==> config.mk <==
export PLATFORM = sky130hd
export DESIGN_NAME = bsqrt_setup
export DESIGN_NICKNAME = d
export VERILOG_FILES = /design/src/hdl/bsqrt_pkg.sv /design/src/hdl/bsqrt_setup.sv
export SDC_FILE = /design/constraint.sdc
export NUM_CORES = 1
export LEC_CHECK = 0
export BUFFER_PORTS_ARGS = -buffer_cell sky130_fd_sc_hd__buf_2
export CORE_ASPECT_RATIO = 1.2
export CORE_MARGIN = 2
export CORE_UTILIZATION = 55
export CTS_BUF_LIST = sky130_fd_sc_hd__clkbuf_4 sky130_fd_sc_hd__clkbuf_8 sky130_fd_sc_hd__clkbuf_16
export DETAILED_ROUTE_END_ITERATION = 6
export PLACE_DENSITY = 0.87
export SETUP_SLACK_MARGIN = 0.2
export SLEW_MARGIN = 20
export SYNTH_ARGS = -nofsm -noshare
export SYNTH_HDL_FRONTEND = slang
export SYNTH_SLANG_ARGS = --single-unit
==> constraint.sdc <==
create_clock -name clk_i -period 1.8 [get_ports clk_i]
set_clock_uncertainty 0.2 [all_clocks]
set_input_delay 0.45 -clock clk_i [delete_from_list [all_inputs] [get_ports clk_i]]
set_output_delay 0.45 -clock clk_i [all_outputs]
set_load 0.01 [all_outputs]
==> src/hdl/bsqrt_pkg.sv <==
// Package for the bisection square root block: sizes, fixed-point constants,
// the endpoint code and the per-item state record that runs down the cell row.
// No dependencies.
package bsqrt_pkg;

  localparam int unsigned MAX_ITER  = 48;
  localparam int unsigned FRAC_BITS = 16;

  localparam int unsigned DATA_W    = 32;
  localparam int unsigned SQ_W      = 2 * DATA_W;
  localparam int unsigned SC_W      = DATA_W + FRAC_BITS;
  localparam int unsigned CNT_W     = $clog2(MAX_ITER + 2);
  localparam int unsigned COUNT_W   = 6;
  localparam int unsigned NUM_CELLS = MAX_ITER + 1;

  localparam int unsigned IN_TDATA_W  = ((DATA_W + 7) / 8) * 8;
  localparam int unsigned OUT_TDATA_W = ((DATA_W + COUNT_W + 7) / 8) * 8;
  localparam int unsigned OUT_TUSER_W = 3;

  localparam logic [DATA_W-1:0] ONE_FX    = DATA_W'(64'd1 << FRAC_BITS);
  localparam logic [DATA_W-1:0] TOL_RESET = DATA_W'(6554);

  typedef enum logic [1:0] {
    EP_NONE  = 2'd0,
    EP_LOWER = 2'd1,
    EP_UPPER = 2'd2
  } bsqrt_endpoint_e;

  // Search state of one item. hi/lo bound the band where |x*x - v| is within
  // tolerance, both scaled to the square's fraction bits.
  typedef struct packed {
    logic            done;
    logic            limit;
    bsqrt_endpoint_e endpoint;
    logic [CNT_W-1:0]  n;
    logic [DATA_W-1:0] a;
    logic [DATA_W-1:0] b;
    logic [DATA_W-1:0] x;
    logic [SC_W-1:0]   v_sc;
    logic [SC_W:0]     hi;
    logic [SC_W-1:0]   lo;
    logic              lo_ok;
  } bsqrt_item_t;

endpackage

==> src/hdl/bsqrt_setup.sv <==
// Entry stage: registers an accepted radicand together with its initial
// search interval, first midpoint, tolerance band and endpoint flag.
// Depends on bsqrt_pkg.
module bsqrt_setup import bsqrt_pkg::*; (
  input  logic              clk_i,
  input  logic              rst_ni,
  input  logic              advance_i,
  input  logic              valid_i,
  input  logic [DATA_W-1:0] radicand_i,
  input  logic [DATA_W-1:0] tolerance_i,
  output logic              valid_o,
  output bsqrt_item_t       item_o
);

  logic        valid_q;
  bsqrt_item_t item_d, item_q;

  logic [SC_W-1:0]   v_sc, tol_sc;
  logic [DATA_W-1:0] b_init;

  always_comb begin
    v_sc   = SC_W'(radicand_i) << FRAC_BITS;
    tol_sc = SC_W'(tolerance_i) << FRAC_BITS;
    b_init = (radicand_i > ONE_FX) ? radicand_i : ONE_FX;

    item_d.done  = 1'b0;
    item_d.limit = 1'b0;
    if (radicand_i == '0) begin
      item_d.endpoint = EP_LOWER;
    end else if (radicand_i == ONE_FX) begin
      item_d.endpoint = EP_UPPER;
    end else begin
      item_d.endpoint = EP_NONE;
    end
    item_d.n     = CNT_W'(1);
    item_d.a     = '0;
    item_d.b     = b_init;
    item_d.x     = b_init >> 1;
    item_d.v_sc  = v_sc;
    item_d.hi    = {1'b0, v_sc} + {1'b0, tol_sc};
    item_d.lo    = v_sc - tol_sc;
    item_d.lo_ok = (radicand_i >= tolerance_i);
  end

  always_ff @(posedge clk_i or negedge rst_ni) begin
    if (!rst_ni) begin
      valid_q <= 1'b0;
    end else if (advance_i) begin
      valid_q <= valid_i;
    end
  end

  always_ff @(posedge clk_i) begin
    if (advance_i) begin
      item_q <= item_d;
    end
  end

  assign valid_o = valid_q;
  assign item_o  = item_q;

endmodule

==> metrics.md, run 1 <==
| Metric | Value |
|---|---|
| Num Clock Sinks | `132` |
| Post-synth EDFFs | `131` |
| Num CTS Buffers | `17` |
| Post-synthesis async set-or-reset flop share | `0.00758` |
| Worst-path endpoint after global-route repair_timing | `item_o[0]$_DFFE_PP_/D` |
| Post-Synth Simple-Gate Area | `0.129` |
| XOR/XNOR Fraction of Synth Area | `0.0505` |
| Post-Synthesis Cell Area | `between 9000 and 10,000 sq um` |
| Synth Instances | `around 900` |
| Synth Area in Adders | `0.0914` |
| Fail Step | `5_1_grt` |
| Combinational family with the most area after synthesis | `buffers and inverters` |
| Clock Tree Buf Depth | `2` |
| FP Rows | `51` |
| Largest net degree at the start of global routing | `43` |
| Biggest area consumer among synthesized cells | `edfxtp_1` |
| Post-synthesis sequential area ratio | `0.430` |
| Die width | `~120 microns` |
| GRT Residual Overflow | `2` |
| # H-tree levels | `4` |
| Placed cell count | `1,535` |
| Pre-CTS WS | `-1.26 ns` |
| Gpl congestion | `between 0.9 and 1` |
| Synth Flop Type | `edfxtp_1` |
| Synth cell types | `just over 70` |
| Synth top area share | `0.428` |
| Post-synth top cells | `edfxtp_1 (131), buf_4 (122), a21oi_1 (70), ha_1 (64), inv_1 (63)` |
| Synth area leaders | `edfxtp_1 (43%), buf_4 (10%), ha_1 (8.7%), xnor2_1 (4.0%), a21oi_1 (3.8%)` |
| Flops & latches, synth | `approximately 130` |
| Worst endpoint type | `register data pin` |
| Overall routing resource usage | `0.565` |
| PortBufs | `about 230` |
| Error msg | `[ERROR GRT-0232] Routing congestion too high. Check the congestion heatmap in the GUI.` |
| Initial cell density of the core | `0.565` |
| Dpl hpwl | `22,800 microns` |
| Outcome | `aborted with a tool error` |
| Root Driver | `clkbuf_16` |
| Post-synthesis mux area share | `0.00340` |
| I/O pin cnt | `between 300 and 400` |
| Chip height | `146 microns` |
| Count leader, synth | `edfxtp_1` |
| Complex-gate fraction of the synthesized area | `0.146` |
| Syn avg cell area | `approximately 10 sq um` |
| YS warnings | `0` |
| Post-DP Area | `12,400 sq um` |
==> logic make-up after synthesis <==
family                     Yosys count
buffers and inverters              236
and+or+nand+nor                    225
AOI/OAI and AO/OA                  198
DFF                                132
adders and majority gates           66
xor gates and xnor gates            53
muxes                                3
other                                2
==> what timing repair did <==
| action | in CTS |
|---|---|
| gates cloned | 1 |
| hold endpoints to repair | 1 |
| hold buffers | 1 |
| pin swaps | 70 |
| endpoints found under the setup margin | 175 |
| buffers inserted | 34 |
| resized for setup | 198 |
==> layer usage <==
metal,GRT overflow,global-route usage
met5,0,0.0313
met4,0,0.546
met3,0,0.291
met2,2,0.842
met1,0,0.547
==> metrics by stage <==
| step | setup TNS (ns) | hold WS, ns | util |
|---|---|---|---|
| global placement | -58.43 | 0.0249 | 0.764 |
| CTS | -24.09 | 0.0493 | 0.875 |
| detailed placement | -61.37 | 0.0311 | 0.764 |
| floorplan | -26.78 | -0.0456 | - |
==> run 2: changes to the inputs <==
- CORE_ASPECT_RATIO: 1.2 -> default
- CORE_UTILIZATION: 55 -> 40
- CTS_BUF_LIST: sky130_fd_sc_hd__clkbuf_4 sky130_fd_sc_hd__clkbuf_8 sky130_fd_sc_hd__clkbuf_16 -> default
- PLACE_DENSITY: 0.87 -> default
- PLACE_DENSITY_LB_ADDON: default -> 0.15
- SETUP_SLACK_MARGIN: 0.2 -> default
==> run 2 against run 1 <==
The flow now finishes, with violations (setup timing). Synthesized cell count did not move. Area after synthesis unchanged.
==> metrics.md, run 2 <==
| Metric | Value |
|---|---|
| Total Power | `11.8 mW` |
| Dpl hpwl | `22,400 microns (was 22,800 microns)` |
| I/O pin cnt | `321 (unchanged)` |
| Leak Pwr | `6.70 nW` |
| Gpl congestion | `0.917 (was 0.999)` |
| CP max FO | `6` |
| Final setup fails | `72` |
| Max Fclk | `415 MHz` |
| Final period utilization | `1.34` |
| ANT nets after route | `0` |
| Die Area | `24,200 sq um` |
| Share of layout cells above drive strength 1 | `0.562` |
| Setup Crit Path Kind | `in -> reg` |
| Commonest non-fill, non-tap cells in the layout | `buf_4 (295), buf_2 (197), edfxtp_1 (131)` |
| DR WL/cell | `18.0 microns` |
| FP Rows | `55 (was 51)` |
| DRC | `0` |
| Worst Setup End Kind | `flip-flop` |
| Clock Tree Buf Depth | `2 (unchanged)` |
| XOR/XNOR Fraction of Synth Area | `0.0505 (unchanged)` |
| Starting DRC count in detailed routing | `527` |
| YS warnings | `0 (unchanged)` |
| Synth area leaders | `edfxtp_1 (43%), buf_4 (10%), ha_1 (8.7%), xnor2_1 (4.0%), a21oi_1 (3.8%) (unchanged)` |
| Synth Instances | `915 (unchanged)` |
| Count leader, synth | `edfxtp_1 (unchanged)` |
| Vias/cell | `just under 5` |
| Synth cell types | `72 (unchanged)` |
| Pre-CTS WS | `-1.13 ns (was -1.26 ns)` |
| Startpoint types | `input port` |
| Post-Synthesis Cell Area | `9200 sq um (unchanged)` |
| Final non-filler cell total | `~1.7k` |
| Overall routing resource usage | `0.243` |
| Post-Synth Simple-Gate Area | `0.129 (unchanged)` |
| Routed WL | `30,900 microns` |
| Complex-gate fraction of the synthesized area | `0.146 (unchanged)` |
| Initial antenna violation count | `0` |
| Failing checks | `setup timing` |
| Num Clock Sinks | `132 (unchanged)` |
| Largest net degree at the start of global routing | `41` |
| Post-synth EDFFs | `131 (unchanged)` |
| Initial cell density of the core | `0.407 (was 0.565)` |
| PortBufs | `231 (unchanged)` |
| CTS tree | `yes` |
| Final hold vios | `0` |
| Placed cell count | `1,623 (was 1,535)` |
| Top Metal Used | `met4` |
| Clock-pin slew on the worst setup and hold paths | `about 0.06 ns` |
| Number of global-route vias before repair | `between 8k and 9k` |
| CP cell instances | `buf_8 -> ha_4 -> buf_4 -> buf_4 -> a2111oi_4 -> o31ai_4 -> o211ai_2 -> buf_6 -> a31oi_4 -> o31ai_2 -> xnor2_1` |
| # H-tree levels | `4 (unchanged)` |
| NumNets Final | `1,555` |
| Post-layout util | `0.666` |
| Synth top area share | `0.428 (unchanged)` |
| Cell mode on critical path | `buf_4` |
| Synthesis-to-finish area growth | `63.4%` |
| Biggest area consumer among synthesized cells | `edfxtp_1 (unchanged)` |
| Flops & latches, synth | `132 (unchanged)` |
| Worst Path Required | `1.77 ns` |
| Num CTS Buffers | `17 (unchanged)` |
| MaxCap Viol Count | `0` |
| Die width | `156 microns (was 122 microns)` |
| RSZ-0062 raised after global routing | `yes` |
| Most common cell after layout, fill and taps aside | `buf_4` |
| Worst-Skew Late Latency | `between 0.4 and 0.5 ns` |
| Post-synthesis mux area share | `0.00340 (unchanged)` |
| Chip height | `156 microns (was 146 microns)` |
| Slew Viols, Final | `0` |
| Hold Slack | `0.0457 ns` |
| Metal1 wirelength | `13,100 microns` |
| # diodes | `0` |
| Synth Flop Type | `edfxtp_1 (unchanged)` |
| Post-synth top cells | `edfxtp_1 (131), buf_4 (122), a21oi_1 (70), ha_1 (64), inv_1 (63) (unchanged)` |
| Combinational family with the most area after synthesis | `buffers and inverters (unchanged)` |
| PnR worst setup slack | `-0.610 ns` |
| Crit path time final | `approximately 2.4 ns` |
| First-pass GRT wire length | `44,900 microns` |
| CP max stage delay | `0.27 ns` |
| Hold Crit Class | `in -> reg` |
| Syn avg cell area | `10.1 sq um (unchanged)` |
| Post-synthesis async set-or-reset flop share | `0.00758 (unchanged)` |
| Peak VDD IR | `570 uV` |
| Crit path max-delay cell type | `a2111oi_4` |
| GRT Residual Overflow | `0` |
| Worst Path Arrival | `2.38 ns` |
| Post-synthesis sequential area ratio | `0.430 (unchanged)` |
| Root Driver | `clkbuf_16 (unchanged)` |
| Synth Area in Adders | `0.0914 (unchanged)` |
| Max FFs per register | `131` |
| P per Cell Area | `783 nW/um^2` |
| Outcome | `finished, violations left (was aborted with a tool error)` |
| Core area | `22,600 sq um` |
| Met2 routed WL | `15,500 microns` |
| Vias | `8,487` |
| WL met3 | `1710 microns` |
| DRT Pass-1 Iters | `7` |
-- run 2: cell counts after synthesis --
No cell type changed its count.
-- run 2: repair_timing --
item / CTS / global route
hold buffers: 1 / 0
pin swaps: 79 / 72
resized for setup: 199 / 93
gates cloned: 1 / 1
buffers inserted: 43 / 27
endpoints found under the hold margin: 1 / 0
endpoints found under the setup margin: 70 / 71
-- run 2: worst paths after layout --
| path | depth (start not counted) | startpoint | endpoint | slack (ns) |
|---|---|---|---|---|
| setup reg to reg | 1 | valid_o$_DFFE_PN0P_ | valid_o$_DFFE_PN0P_ | 0.87 |
| max in group asynchronous | 2 | rst_ni | valid_o$_DFFE_PN0P_ | 1.18 |
| hold / removal | 1 | radicand_i[0] | item_o[114]$_DFFE_PP_ | 0.05 |
| hold reg to reg | 1 | valid_o$_DFFE_PN0P_ | valid_o$_DFFE_PN0P_ | 0.30 |
| min in group asynchronous | 2 | rst_ni | valid_o$_DFFE_PN0P_ | 0.13 |
| setup / recovery | 11 | radicand_i[3] | item_o[90]$_DFFE_PP_ | -0.61 |
-- run 2: cell families (layout without fill, tap and decap cells) --
logic type / Yosys count / count (layout)
AOI/OAI and AO/OA: 198 / 198
and+or+nand+nor: 225 / 225
DFF: 132 / 132
other: 2 / 89
adders and majority gates: 66 / 66
buffers and inverters: 236 / 668
xor gates and xnor gates: 53 / 53
muxes: 3 / 3
-- run 2: layout make-up --
class / count / area (sq um)
fillers: 1761 / 7550
multi-input cells: 634 / 5570
repair buffers: 571 / 4210
flip-flops and latches: 132 / 3960
clock buffers: 18 / 429
well taps: 285 / 357
inverters: 65 / 352
clock inverters: 14 / 151
-- run 2: worst max-delay path: cells and delay by family --
kind,cells,cell delay (ns)
AOI/OAI and AO/OA,5,1.01
adders and majority gates,1,0.26
buffers and inverters,4,0.56
xor gates and xnor gates,1,0.10
-- run 2: power breakdown --
part / switching [mW] / internal, mW
registers: 0.114 / 3.86
logic: 2.16 / 2.05
clock network: 1.52 / 2.06
total: 3.79 / 7.97
-- run 2: routing by layer --
metal,GRT usage,vias to the layer above
li1,-,4031
met1,0.319,4094
met2,0.413,328
met3,0.0414,34
met4,0.0716,0
met5,0,-
-- run 2: metrics by stage --
stage / setup TNS [ns] / cell area, sq um
after global placement: -58.78 / 12600
after floorplan: -26.64 / 10200
after global routing: -26.00 / 15000
after CTS: -19.57 / 14400
final: -22.28 / 15000
after detailed placement: -60.01 / 12600
No activity file was read; power rests on OpenSTA's default activity.
